**config.mk**
```make
export PLATFORM = sky130hd
export DESIGN_NAME = cpu_load_percent_averager_flat
export DESIGN_NICKNAME = d
export VERILOG_FILES = /design/src/sv/clpa_pkg.sv /design/src/sv/clpa_if.sv /design/src/sv/clpa_alu.sv /design/src/sv/cpu_load_percent_averager.sv /design/src/flat_wrapper.sv
export SDC_FILE = /design/constraint.sdc
export NUM_CORES = 2
export LEC_CHECK = 0
export BUFFER_PORTS_ARGS = -buffer_cell sky130_fd_sc_hd__buf_4
export CORE_MARGIN = 4
export CORE_UTILIZATION = 50
export DETAILED_ROUTE_END_ITERATION = 8
export HOLD_SLACK_MARGIN = 0.06
export PLACE_DENSITY = 0.73
export RECOVER_POWER = 25
export SYNTH_ARGS = -nofsm -noshare
export SYNTH_HDL_FRONTEND = slang
export SYNTH_SLANG_ARGS = --single-unit
```
**constraint.sdc**
```tcl
create_clock -name clk -period 13.6 [get_ports clk]
set_input_delay 2.72 -clock clk [delete_from_list [all_inputs] [get_ports clk]]
set_output_delay 2.72 -clock clk [all_outputs]
set_load 0.05 [all_outputs]
```
**src/sv/clpa_pkg.sv**
```systemverilog
// Shared constants, types and the sequencer state set for the CPU load averager.
package clpa_pkg;

    // Field and result widths.
    localparam int TICK_W         = 40;
    localparam int PCT_W          = 7;
    localparam int HELD_W         = 10;
    localparam int PCT_MAX        = 100;

    // Seven tick counters per sample; the first five are the busy ones.
    localparam int NUM_FIELDS     = 7;
    localparam int BUSY_FIELDS    = 5;

    // Shared adder width: 100 times the busy sum needs 50 bits.
    localparam int ACC_W          = 50;

    // Quotients are percentages, so seven quotient bits are enough.
    localparam int QUO_W          = 7;
    localparam int DIV_SHIFT      = QUO_W - 1;

    // Step counter covers the longest phase (seven steps).
    localparam int STEP_W         = 3;
    localparam int LAST_SUM_STEP  = NUM_FIELDS - 1;
    localparam int LAST_BUSY_STEP = BUSY_FIELDS - 1;
    localparam int LAST_DIV_STEP  = QUO_W - 1;
    localparam int LAST_SCALE_STEP = 1;

    localparam int DEFAULT_WINDOW = 512;

    // Item kinds carried by the action field.
    typedef enum logic {
        ACT_SAMPLE = 1'b0,
        ACT_QUERY  = 1'b1
    } action_t;

    // Sequencer states.
    typedef enum logic [3:0] {
        ST_IDLE,
        ST_SUM,
        ST_SCALE,
        ST_LOAD_DIV,
        ST_RING_RD,
        ST_RING_SUB,
        ST_RING_ADD,
        ST_AVG_INIT,
        ST_AVG_DIV,
        ST_DONE
    } state_t;

    // Operation of the shared adder.
    typedef enum logic {
        ALU_ADD,
        ALU_SUB
    } alu_op_t;

    typedef struct packed {
        alu_op_t            op;
        logic [ACC_W-1:0]   a;
        logic [ACC_W-1:0]   b;
    } alu_req_t;

    typedef struct packed {
        logic [ACC_W-1:0]   res;
        logic               carry;
    } alu_rsp_t;

endpackage

```
**src/sv/clpa_if.sv**
```systemverilog
// Valid/ready channel interfaces for sample/query items and result items.
interface clpa_in_if
    import clpa_pkg::*;
();
    logic              valid;
    logic              ready;
    logic              action;
    logic [TICK_W-1:0] user_ticks;
    logic [TICK_W-1:0] nice_ticks;
    logic [TICK_W-1:0] system_ticks;
    logic [TICK_W-1:0] idle_ticks;
    logic [TICK_W-1:0] iowait_ticks;
    logic [TICK_W-1:0] irq_ticks;
    logic [TICK_W-1:0] softirq_ticks;

    modport source (
        output valid, action, user_ticks, nice_ticks, system_ticks, idle_ticks,
               iowait_ticks, irq_ticks, softirq_ticks,
        input  ready
    );

    modport sink (
        input  valid, action, user_ticks, nice_ticks, system_ticks, idle_ticks,
               iowait_ticks, irq_ticks, softirq_ticks,
        output ready
    );
endinterface

interface clpa_out_if
    import clpa_pkg::*;
();
    logic              valid;
    logic              ready;
    logic [PCT_W-1:0]  load_percent;
    logic [PCT_W-1:0]  average_percent;
    logic [HELD_W-1:0] samples_held;
    logic              divide_fault;

    modport source (
        output valid, load_percent, average_percent, samples_held, divide_fault,
        input  ready
    );

    modport sink (
        input  valid, load_percent, average_percent, samples_held, divide_fault,
        output ready
    );
endinterface

```
**src/sv/clpa_alu.sv**
```systemverilog
// Shared 50-bit add/subtract unit with carry out (carry set on subtract means a >= b).
module clpa_alu
    import clpa_pkg::*;
(
    input  alu_req_t req,
    output alu_rsp_t rsp
);

    logic [ACC_W:0] full_sum;
    logic [ACC_W-1:0] b_eff;

    // Subtraction is addition of the inverted operand plus one.
    always_comb
    begin
        b_eff    = (req.op == ALU_SUB) ? ~req.b : req.b;
        full_sum = {1'b0, req.a} + {1'b0, b_eff} + {{ACC_W{1'b0}}, (req.op == ALU_SUB)};
        rsp.res   = full_sum[ACC_W-1:0];
        rsp.carry = full_sum[ACC_W];
    end

endmodule

```
**src/sv/cpu_load_percent_averager.sv**
```systemverilog
// Top level of the CPU load averager: sequencer, ring memory and result register.
//
// The samples channel takes two kinds of item. A sample item (action 0) carries seven
// cumulative tick counters; the block computes floor(100 * busy / total) and, for a
// nonzero total, pushes that percentage into a ring of the last WINDOW samples, keeping
// a running sum. A query item (action 1) only reads the average. Every item produces
// exactly one result item on the results channel: this sample's percentage, the mean of
// the held samples, the number held, and a fault flag for a zero total or an empty ring.
// All arithmetic goes through one 50-bit adder under a small sequencer, one step per
// cycle, so the adder sets the timing: a sample runs the sum, scale, division and ring
// steps and then the average division (a zero total skips to the average, an empty ring
// skips its division), and a query runs only the average division. samples.ready is high
// only in the idle state, so a new item is taken only once the last one is handed over.
// The result sits in an output register, so the next item is accepted while an earlier
// result still waits; if the receiver stalls longer, the sequencer holds its finished
// result and stays busy until the output register frees.
// Reset clears the slot pointer, count and sum; the ring holds no valid data until written.
module cpu_load_percent_averager
    import clpa_pkg::*;
#(
    parameter int WINDOW = DEFAULT_WINDOW
)
(
    input  logic       clk,
    input  logic       rst_n,
    clpa_in_if.sink    samples,
    clpa_out_if.source results
);

    localparam int SLOT_W = (WINDOW > 1) ? $clog2(WINDOW) : 1;
    localparam int CNT_W  = $clog2(WINDOW + 1);
    localparam int SUM_W  = $clog2(WINDOW * PCT_MAX + 1);

    // Control state.
    state_t              state_reg, state_next;
    logic [STEP_W-1:0]   step_reg, step_next;
    logic [SLOT_W-1:0]   slot_reg, slot_next;
    logic [CNT_W-1:0]    count_reg, count_next;
    logic [SUM_W-1:0]    sum_reg, sum_next;
    logic                out_valid_reg, out_valid_next;

    // Working registers of the datapath.
    logic [TICK_W-1:0]   tick_reg [NUM_FIELDS];
    logic [ACC_W-1:0]    acc_reg, acc_next;
    logic [ACC_W-1:0]    dvs_reg, dvs_next;
    logic [ACC_W-1:0]    busy_reg, busy_next;
    logic [QUO_W-1:0]    quo_reg, quo_next;
    logic [PCT_W-1:0]    load_reg, load_next;
    logic [PCT_W-1:0]    avg_reg, avg_next;
    logic                fault_reg, fault_next;

    // Result register.
    logic [PCT_W-1:0]    res_load_reg;
    logic [PCT_W-1:0]    res_avg_reg;
    logic [HELD_W-1:0]   res_held_reg;
    logic                res_fault_reg;

    // Ring memory and its registered read port.
    logic [PCT_W-1:0]    ring_mem [WINDOW];
    logic [PCT_W-1:0]    rd_reg;

    alu_req_t            alu_req;
    alu_rsp_t            alu_rsp;

    logic                accept;
    logic                ring_full;
    logic                emit;
    logic [QUO_W-1:0]    quo_shifted;

    clpa_alu u_alu (
        .req (alu_req),
        .rsp (alu_rsp)
    );

    assign samples.ready = (state_reg == ST_IDLE);
    assign accept        = samples.valid && samples.ready;
    assign ring_full     = (count_reg == CNT_W'(WINDOW));
    assign emit          = (state_reg == ST_DONE) && (!out_valid_reg || results.ready);
    assign quo_shifted   = {quo_reg[QUO_W-2:0], alu_rsp.carry};

    assign results.valid           = out_valid_reg;
    assign results.load_percent    = res_load_reg;
    assign results.average_percent = res_avg_reg;
    assign results.samples_held    = res_held_reg;
    assign results.divide_fault    = res_fault_reg;

    // Next state of the sequencer.
    always_comb
    begin
        state_next = state_reg;
        case (state_reg)
            ST_IDLE:
            begin
                if (accept)
                begin
                    state_next = (samples.action == ACT_QUERY) ? ST_AVG_INIT : ST_SUM;
                end
            end
            ST_SUM:
            begin
                if (step_reg == STEP_W'(LAST_SUM_STEP))
                begin
                    state_next = (alu_rsp.res == '0) ? ST_AVG_INIT : ST_SCALE;
                end
            end
            ST_SCALE:
            begin
                if (step_reg == STEP_W'(LAST_SCALE_STEP))
                begin
                    state_next = ST_LOAD_DIV;
                end
            end
            ST_LOAD_DIV:
            begin
                if (step_reg == STEP_W'(LAST_DIV_STEP))
                begin
                    state_next = ST_RING_RD;
                end
            end
            ST_RING_RD:  state_next = ST_RING_SUB;
            ST_RING_SUB: state_next = ST_RING_ADD;
            ST_RING_ADD: state_next = ST_AVG_INIT;
            ST_AVG_INIT:
            begin
                state_next = (count_reg == '0) ? ST_DONE : ST_AVG_DIV;
            end
            ST_AVG_DIV:
            begin
                if (step_reg == STEP_W'(LAST_DIV_STEP))
                begin
                    state_next = ST_DONE;
                end
            end
            ST_DONE:
            begin
                if (emit)
                begin
                    state_next = ST_IDLE;
                end
            end
            default: state_next = ST_IDLE;
        endcase
    end

    // Operand selection for the shared adder.
    always_comb
    begin
        alu_req.op = ALU_ADD;
        alu_req.a  = '0;
        alu_req.b  = '0;
        case (state_reg)
            ST_SUM:
            begin
                alu_req.a = acc_reg;
                alu_req.b = ACC_W'(tick_reg[step_reg]);
            end
            ST_SCALE:
            begin
                // 100 * busy = busy*64 + busy*32 + busy*4, over two additions.
                if (step_reg == '0)
                begin
                    alu_req.a = busy_reg << 6;
                    alu_req.b = busy_reg << 5;
                end
                else
                begin
                    alu_req.a = acc_reg;
                    alu_req.b = busy_reg << 2;
                end
            end
            ST_LOAD_DIV, ST_AVG_DIV:
            begin
                alu_req.op = ALU_SUB;
                alu_req.a  = acc_reg;
                alu_req.b  = dvs_reg;
            end
            ST_RING_SUB:
            begin
                // The oldest sample leaves the sum only once the ring is full.
                alu_req.op = ALU_SUB;
                alu_req.a  = ACC_W'(sum_reg);
                alu_req.b  = ring_full ? ACC_W'(rd_reg) : '0;
            end
            ST_RING_ADD:
            begin
                alu_req.a = ACC_W'(sum_reg);
                alu_req.b = ACC_W'(load_reg);
            end
            default:
            begin
                alu_req.op = ALU_ADD;
            end
        endcase
    end

    // Datapath and counter updates per sequencer step.
    always_comb
    begin
        step_next      = step_reg;
        slot_next      = slot_reg;
        count_next     = count_reg;
        sum_next       = sum_reg;
        acc_next       = acc_reg;
        dvs_next       = dvs_reg;
        busy_next      = busy_reg;
        quo_next       = quo_reg;
        load_next      = load_reg;
        avg_next       = avg_reg;
        fault_next     = fault_reg;
        out_valid_next = out_valid_reg && !results.ready;
        case (state_reg)
            ST_IDLE:
            begin
                if (accept)
                begin
                    step_next  = '0;
                    acc_next   = '0;
                    load_next  = '0;
                    avg_next   = '0;
                    fault_next = 1'b0;
                end
            end
            ST_SUM:
            begin
                acc_next  = alu_rsp.res;
                step_next = step_reg + 1'b1;
                if (step_reg == STEP_W'(LAST_BUSY_STEP))
                begin
                    busy_next = alu_rsp.res;
                end
                if (step_reg == STEP_W'(LAST_SUM_STEP))
                begin
                    // Total is final; the divisor starts at total shifted to the top bit.
                    dvs_next  = alu_rsp.res << DIV_SHIFT;
                    step_next = '0;
                    if (alu_rsp.res == '0)
                    begin
                        fault_next = 1'b1;
                    end
                end
            end
            ST_SCALE:
            begin
                acc_next  = alu_rsp.res;
                step_next = step_reg + 1'b1;
                if (step_reg == STEP_W'(LAST_SCALE_STEP))
                begin
                    step_next = '0;
                    quo_next  = '0;
                end
            end
            ST_LOAD_DIV, ST_AVG_DIV:
            begin
                // One restoring division step: keep the difference when it did not borrow.
                if (alu_rsp.carry)
                begin
                    acc_next = alu_rsp.res;
                end
                quo_next  = quo_shifted;
                dvs_next  = dvs_reg >> 1;
                step_next = step_reg + 1'b1;
                if (step_reg == STEP_W'(LAST_DIV_STEP))
                begin
                    step_next = '0;
                    if (state_reg == ST_LOAD_DIV)
                    begin
                        load_next = quo_shifted;
                    end
                    else
                    begin
                        avg_next = quo_shifted;
                    end
                end
            end
            ST_RING_SUB:
            begin
                sum_next = alu_rsp.res[SUM_W-1:0];
            end
            ST_RING_ADD:
            begin
                sum_next = alu_rsp.res[SUM_W-1:0];
                if (slot_reg == SLOT_W'(WINDOW - 1))
                begin
                    slot_next = '0;
                end
                else
                begin
                    slot_next = slot_reg + 1'b1;
                end
                if (!ring_full)
                begin
                    count_next = count_reg + 1'b1;
                end
            end
            ST_AVG_INIT:
            begin
                if (count_reg == '0)
                begin
                    fault_next = 1'b1;
                    avg_next   = '0;
                end
                else
                begin
                    acc_next  = ACC_W'(sum_reg);
                    dvs_next  = ACC_W'(count_reg) << DIV_SHIFT;
                    quo_next  = '0;
                    step_next = '0;
                end
            end
            ST_DONE:
            begin
                if (emit)
                begin
                    out_valid_next = 1'b1;
                end
            end
            default:
            begin
                step_next = '0;
            end
        endcase
    end

    // Control registers.
    always_ff @(posedge clk or negedge rst_n)
    begin
        if (!rst_n)
        begin
            state_reg     <= ST_IDLE;
            step_reg      <= '0;
            slot_reg      <= '0;
            count_reg     <= '0;
            sum_reg       <= '0;
            out_valid_reg <= 1'b0;
        end
        else
        begin
            state_reg     <= state_next;
            step_reg      <= step_next;
            slot_reg      <= slot_next;
            count_reg     <= count_next;
            sum_reg       <= sum_next;
            out_valid_reg <= out_valid_next;
        end
    end

    // Working payload registers.
    always_ff @(posedge clk)
    begin
        acc_reg   <= acc_next;
        dvs_reg   <= dvs_next;
        busy_reg  <= busy_next;
        quo_reg   <= quo_next;
        load_reg  <= load_next;
        avg_reg   <= avg_next;
        fault_reg <= fault_next;
    end

    // Capture the tick counters, busy ones first, then the two idle ones.
    always_ff @(posedge clk)
    begin
        if (accept)
        begin
            tick_reg[0] <= samples.user_ticks;
            tick_reg[1] <= samples.nice_ticks;
            tick_reg[2] <= samples.system_ticks;
            tick_reg[3] <= samples.irq_ticks;
            tick_reg[4] <= samples.softirq_ticks;
            tick_reg[5] <= samples.idle_ticks;
            tick_reg[6] <= samples.iowait_ticks;
        end
    end

    // Result register, loaded when the sequencer hands over a finished item.
    always_ff @(posedge clk)
    begin
        if (emit)
        begin
            res_load_reg  <= load_reg;
            res_avg_reg   <= avg_reg;
            res_held_reg  <= HELD_W'(count_reg);
            res_fault_reg <= fault_reg;
        end
    end

    // Ring memory: one write in the add step, registered read at the current slot.
    always_ff @(posedge clk)
    begin
        if (state_reg == ST_RING_ADD)
        begin
            ring_mem[slot_reg] <= load_reg;
        end
        rd_reg <= ring_mem[slot_reg];
    end

    // The held count never passes the window size.
    assert property (@(posedge clk) disable iff (!rst_n)
        count_reg <= CNT_W'(WINDOW))
        else $error("held sample count exceeds the window");

    // The running sum stays within 100 per held sample.
    assert property (@(posedge clk) disable iff (!rst_n)
        32'(sum_reg) <= 32'(count_reg) * 32'(PCT_MAX))
        else $error("running sum exceeds the bound of the held samples");

    // Any result shown carries percentages no larger than 100.
    assert property (@(posedge clk) disable iff (!rst_n)
        out_valid_reg |-> (res_load_reg <= PCT_W'(PCT_MAX)) && (res_avg_reg <= PCT_W'(PCT_MAX)))
        else $error("result percentage out of range");

    // The ring is only written while the sequencer is in the middle of a sample.
    assert property (@(posedge clk) disable iff (!rst_n)
        (state_reg == ST_RING_ADD) |-> $past(state_reg) == ST_RING_SUB)
        else $error("ring write outside the sample update sequence");

endmodule
```
**src/flat_wrapper.sv**
```systemverilog
// flat-port wrapper written by rule: the top's interface ports become plain ports
module cpu_load_percent_averager_flat import clpa_pkg::*;
#(
    parameter int WINDOW = DEFAULT_WINDOW
)
  (clk, rst_n, samples_valid, samples_action, samples_user_ticks, samples_nice_ticks, samples_system_ticks, samples_idle_ticks, samples_iowait_ticks, samples_irq_ticks, samples_softirq_ticks, samples_ready, results_valid, results_load_percent, results_average_percent, results_samples_held, results_divide_fault, results_ready);
  clpa_in_if samples_i ();
  clpa_out_if results_i ();
  input  logic clk;
  input  logic rst_n;
  input wire logic [$bits(samples_i.valid)-1:0] samples_valid;
  input wire logic [$bits(samples_i.action)-1:0] samples_action;
  input wire logic [$bits(samples_i.user_ticks)-1:0] samples_user_ticks;
  input wire logic [$bits(samples_i.nice_ticks)-1:0] samples_nice_ticks;
  input wire logic [$bits(samples_i.system_ticks)-1:0] samples_system_ticks;
  input wire logic [$bits(samples_i.idle_ticks)-1:0] samples_idle_ticks;
  input wire logic [$bits(samples_i.iowait_ticks)-1:0] samples_iowait_ticks;
  input wire logic [$bits(samples_i.irq_ticks)-1:0] samples_irq_ticks;
  input wire logic [$bits(samples_i.softirq_ticks)-1:0] samples_softirq_ticks;
  output wire logic [$bits(samples_i.ready)-1:0] samples_ready;
  output wire logic [$bits(results_i.valid)-1:0] results_valid;
  output wire logic [$bits(results_i.load_percent)-1:0] results_load_percent;
  output wire logic [$bits(results_i.average_percent)-1:0] results_average_percent;
  output wire logic [$bits(results_i.samples_held)-1:0] results_samples_held;
  output wire logic [$bits(results_i.divide_fault)-1:0] results_divide_fault;
  input wire logic [$bits(results_i.ready)-1:0] results_ready;
  assign samples_i.valid = samples_valid;
  assign samples_i.action = samples_action;
  assign samples_i.user_ticks = samples_user_ticks;
  assign samples_i.nice_ticks = samples_nice_ticks;
  assign samples_i.system_ticks = samples_system_ticks;
  assign samples_i.idle_ticks = samples_idle_ticks;
  assign samples_i.iowait_ticks = samples_iowait_ticks;
  assign samples_i.irq_ticks = samples_irq_ticks;
  assign samples_i.softirq_ticks = samples_softirq_ticks;
  assign samples_ready = samples_i.ready;
  assign results_valid = results_i.valid;
  assign results_load_percent = results_i.load_percent;
  assign results_average_percent = results_i.average_percent;
  assign results_samples_held = results_i.samples_held;
  assign results_divide_fault = results_i.divide_fault;
  assign results_i.ready = results_ready;
  cpu_load_percent_averager #(.WINDOW(WINDOW)) u_core (.clk(clk), .rst_n(rst_n), .samples(samples_i), .results(results_i));
endmodule
```
Word level (Yosys, flattened, before mapping) --
Memory sizes are Yosys's and may differ from the RTL's. A register that Yosys moved wholly into a read port is not among the register bits. Index checks and enable logic that the tools add are counted.
Storage, ports and cells: register bits after elaboration 237, output and inout port bits 27, input port bits 285, bits in writable memories 3864, word-level logic and storage cells 136, memories 2
Operators by class: mux-type cells 50, equal/unequal tests 27, bitwise operators 3, add/sub/neg operators 5, reductions and logical operators 32
Memory list:
- u_core.ring_mem | depth 512, width 7, rd ports 1, clocked after memory_dff 1, write ports 1, line cpu_load_percent_averager.sv:59 | logic [PCT_W-1:0] ring_mem [WINDOW];
- u_core.tick_reg | depth 7, width 40, rd ports 1, clocked after memory_dff 0, write ports 7, line cpu_load_percent_averager.sv:43 | logic [TICK_W-1:0] tick_reg [NUM_FIELDS];
Operators by type and width (count):
- one-hot mux 100 bit (5 select lines) | 1
- 2-to-1 mux 50 bit | 6
- one-hot mux 50 bit (4 select lines) | 1
- one-hot mux 50 bit (3 select lines) | 1
- 2-to-1 mux 100 bit | 1
- adder 50 x 50 -> 51 bit | 1
- adder 51 x 1 -> 51 bit | 1
- zero test 50 bit | 1
- NOT 50 bit | 1
- 2-to-1 mux 7 bit | 7
- one-hot mux 4 bit (10 select lines) | 1
- 2-to-1 mux 4 bit | 6
- one-hot mux 7 bit (3 select lines) | 1
- 2-to-1 mux 3 bit | 6
- inequality test 2 x 1 -> 1 bit (second input constant) | 9
- one-hot mux 6 bit (3 select lines) | 1
- equality test 4 x 3 -> 1 bit (second input constant) | 4
- one-hot mux 3 bit (5 select lines) | 1
- one-hot mux 7 bit (2 select lines) | 1
- 2-to-1 mux 1 bit | 12
- 2-to-1 mux 6 bit | 2
- nonzero test 3 bit | 4
- adder 10 x 1 -> 10 bit (second input constant) | 1
- equality test 10 bit (second input constant) | 1
- 27 further kinds | 46

Depth between registers and ports, before layout --
word-level depth 11, gate-level depth with buffers 24, mapped depth without buffers 20

Modules after synthesis --
A second synthesis with hierarchy kept.
Unflattened totals: cells, all modules 8562, area, all modules 164341.4 sq um
Modules (own cells, without submodules):
- cpu_load_percent_averager | cells an instance 8053, area an instance 160868.0 sq um, instances 1, sequential area each 123073.0 sq um
- clpa_alu | cells an instance 509, area an instance 3473.3 sq um, instances 1, sequential area each 0.0 sq um

Worst setup path after synthesis --
OpenSTA, ideal clock, no wires.
path kind register -> register, from register u_core.load_reg[0], to register u_core.acc_reg[0], enable pin, setup slack -218 ps, arrival time 13284 ps, data required time 13066 ps, cell stages (with the launch flop) 17, buffers on the path 0, library setup time 534 ps, cell sequence edfxtp_1 -> nand2_1 -> o211ai_1 -> nor2_1 -> nor2_2 -> fa_1 -> nand3_1 -> a21oi_1 -> o21ai_0 -> a21boi_1 -> a31oi_1 -> o31a_1 -> o31ai_1 -> a21o_1 -> a21oi_1 -> o21bai_1 -> a21boi_0
Between the ends: word-level cells in the longest chain between the ends 7
Ends and longest elaborated chain:
- start: declaration | line cpu_load_percent_averager.sv:48 | logic [PCT_W-1:0] load_reg, load_next;
- start signal: assignment | line cpu_load_percent_averager.sv:354 | load_reg <= load_next;
- one-hot mux 100 bit (5 select lines) (*) | line cpu_load_percent_averager.sv:151 | case (state_reg)
- NOT 50 bit | line clpa_alu.sv:15 | b_eff = (req.op == ALU_SUB) ? ~req.b : req.b;
- 2-to-1 mux 50 bit (*) | line clpa_alu.sv:15
- adder 50 x 50 -> 51 bit (*) | line clpa_alu.sv:16 | full_sum = {1'b0, req.a} + {1'b0, b_eff} + {{ACC_W{1'b0}}, (req.op == ALU_SUB)};
- adder 51 x 1 -> 51 bit (*) | line clpa_alu.sv:16
- inequality test 2 bit (no line) (*)
- AND reduction 4 bit (no line) (*)
- end signal: assignment | line cpu_load_percent_averager.sv:350 | acc_reg <= acc_next;
- end: declaration | line cpu_load_percent_averager.sv:44 | logic [ACC_W-1:0] acc_reg, acc_next;
Mark *: on every way between the ends. The rest lies on a longest branch, timed or not. A chain may end at the register's enable or synchronous reset.

Worst setup path after layout --
from register u_core.load_reg[4], to memory u_core.ring_mem[62][4], data pin
RTL lines (line):
- end: declaration | cpu_load_percent_averager.sv:59
No word-level cell before the write port.

==> summary.md <==
| Metric | Value |
|---|---|
| Crit Path Class | flip-flop to flip-flop |
| Post-layout net count | 8,557 |
| Fin. max-slew vios | 1,617 |
| Worst Path Required | 14.20 ns |
| Commonest non-fill, non-tap cell in the layout | edfxtp_1 |
| First-pass GRT wire length | 598,000 microns |
| DP Area | 171,000 sq um |
| M1 WL | 157,000 microns |
| Async S/R FF share, synth | 1.05% |
| Relative slew slack | -446% |
| Worst Setup SP | u_core.load_reg[4]$_SDFFCE_PP0P_ |
| Vias in the first global route | 83,200 |
| Highest Signal Layer | met5 |
| Die Ht | 580 microns |
| Overflow after GRT | 0 |
| Peak supply drop | 0.000227 V |
| Critical R2R Launch | u_core.load_reg[4]$_SDFFCE_PP0P_ |
| Clock sinks | 4,108 |
| Clk root buf | clkbuf_16 |
| Setup TNS | 0 ns |
| Post-CTS sizing | 0 |
| Final total power | 41.2 mW |
| Hold buffers post-CTS | 0 |
| Fraction of layout instances using a drive strength above 1 | 25.9% |
| Core Box Area | 325,000 sq um |
| DR vias | 82,700 |
| Post-CTS Setup Repair Bufs | 0 |
| Multi-input logic area | 38,700 sq um |
| HPWL Detailed | 243,000 microns |
| Fill cells | 23,300 |
| Clk slew on worst S/H paths | 0.06 ns |
| Drt drc | 0 |
| Io pins | 312 |
| Post-route design area | 184,000 sq um |
| Min-Delay Path Class | flip-flop to flip-flop |
| Seq/Total Area, Yosys | 75.2% |
| WL per Instance | 31.8 microns |
| Initial core utilization | 50.3% |
| Gpl congestion | 0.937 |
| Final setup viols | 0 |
| DRT Pass-1 Iters | 8 |
| Max reg flops | 3,584 |
| Max Fanout on Critical Path | 181 |
| Num CTS Buffers | 399 |
| Most frequent cells in the layout | edfxtp_1, mux4_2, nor2_1 |
| Worst hold start | u_core.avg_reg[2]$_SDFFCE_PP0P_ |
| Utilization after layout | 56.5% |
| Endpoint class of the critical path | flip-flop |
| Met3 wire length | 40,600 microns |
| Skew-Pair Late Insertion Delay | 0.95 ns |
| Leakage | 57.0 nW |
| Clock Skew | 0.0598 ns |
| Outcome | finished, violations left |
| First DRT Iteration DRCs | 11,400 |
| Critical Path AT | 10.63 ns |
| Clock Path Buffers | 4 |
| Count of input and output buffers | 311 |
| Worst-path cell chain | clkbuf_1 > clkbuf_1 > buf_4 |
| Synthesized netlist cell count | 7,863 |
| Syn avg cell area | 20.8 sq um |
| Highest Clock Rate | 0.0997 GHz |
| Unrepaired setup endpoints after global routing | false |
| CP most frequent cell | clkbuf_1 |
| Post-DRT Antenna Nets | 0 |
| PD cells | 224 nW/um^2 |
| Tot GR Track Use | 24.1% |
| Crit-path slowest cell | clkbuf_1 |
| Yosys reg bits | 4,108 |
| Final period utilization | 73.8% |
| Syn-to-layout area delta | 12.3% |
| Routed WL | 410,000 microns |
| Post-route minimum period | 10.03 ns |
| Violated checks | capacitance limit, slew limit |
| # rows | 209 |
| DIE WIDTH | 580 microns |
| Distinct cells, synth | 85 |
| Vias/cell | 6.42 |
| Mapped cell area | 164,000 sq um |
| Syn_nets | 8,205 |
| Final hold viol count | 0 |
| Ys Warns | 0 |
| H-tree Lvls | 5 |
| Crit path largest cell delay | 5.67 ns |
| Number of synthesized flops with an enable pin | 4,058 |
| Largest net degree at the start of global routing | 234 |
| Worst slew pin tran | 8.19 ns |
| Met2 Wirelength | 198,000 microns |
| Synth Flop Type | edfxtp_1 |
| CTS tree | done |
| Max-cap violations | 21 |
| Die area | 336,000 sq um |
| Sequential cell area | 123,000 sq um |
| Initial antenna violation count | 16 |
| Crit path launch type | flip-flop |
## worst paths after layout
kind                                                                     to  slack, ns  cells after the start
worst min register to register  u_core.results.average_percent[2]$_DFFE_PP_       0.42                      0
worst min-delay path            u_core.results.average_percent[2]$_DFFE_PP_       0.42                      0
worst max-delay path                       u_core.ring_mem[62][4]$_DFFE_PP_       3.57                      3
max in group asynchronous                    u_core.slot_reg[0]$_DFFE_PN0P_       8.56                      1
worst max register to register             u_core.ring_mem[62][4]$_DFFE_PP_       3.57                      3
min in group asynchronous                    u_core.step_reg[2]$_DFFE_PN0P_       2.83                      1
## stage by stage
step,cells,hold WS (ns),worst slack [ns]
floorplan,7863,0.400,1.10
global placement,12100,0.411,6.22
detailed placement,12100,0.405,5.98
CTS,12900,0.417,5.94
global route,12900,0.431,2.76
finish,12900,0.416,3.57
## layer usage
metal | GRT usage (%) | up-vias
li1 | - | 33400
met1 | 34.1 | 43900
met2 | 38.0 | 4736
met3 | 5.05 | 711
met4 | 7.64 | 6
met5 | 0.0992 | -
## Yosys cell counts, drive strengths merged, types with 26 or more instances
| library cell | count | area (sq um) |
|---|---|---|
| edfxtp | 4058 | 122000 |
| mux4 | 1195 | 26900 |
| nor2 | 633 | 2380 |
| clkbuf | 348 | 1310 |
| nand2 | 287 | 1080 |
| o21ai | 153 | 766 |
| buf | 145 | 611 |
| a21oi | 141 | 717 |
| mux2i | 101 | 1010 |
| a22o | 75 | 666 |
| inv | 63 | 236 |
| ha | 56 | 701 |
| nand3 | 52 | 260 |
| dfrtp | 43 | 1080 |
| nand4 | 41 | 257 |
| xnor2 | 40 | 350 |
| and2 | 27 | 169 |
| a21o | 26 | 195 |
## critical path, delay by kind of cell (launching register included)
kind | cells | cell delay, ns
buffers and inverters | 3 | 8.93
flip-flops | 1 | 0.33
## cell type report
| type | instances | share of cell area, % |
|---|---|---|
| diodes | 9 | 0.0123 |
| clock buffers | 487 | 5.68 |
| clock inverters | 244 | 1.38 |
| inverters | 63 | 0.129 |
| multi-input cells | 3199 | 21.1 |
| flip-flops and latches | 4108 | 67.0 |
| well taps | 4325 | 2.95 |
| repair buffers | 444 | 1.79 |
## power breakdown
part / switching (mW) / internal [mW] / leakage (nW)
clock network: 4.72 / 6.28 / 6.28
logic: 8.49 / 4.75 / 13.3
registers: 0.336 / 16.6 / 37.4
## cells by family (layout without fill, tap and decap cells)
logic type | Yosys count | count (layout) | share of synthesized area (%)
xor+xnor | 64 | 64 | 0.343
buf+inv | 556 | 1238 | 1.32
mux | 1312 | 1312 | 17.2
flops | 4108 | 4108 | 75.2
other cells | 0 | 9 | 0
simple gates | 1163 | 1163 | 3.05
fa+ha+maj | 57 | 57 | 0.440
compound gates | 603 | 603 | 2.46
Power figures use the tool's default switching activity.
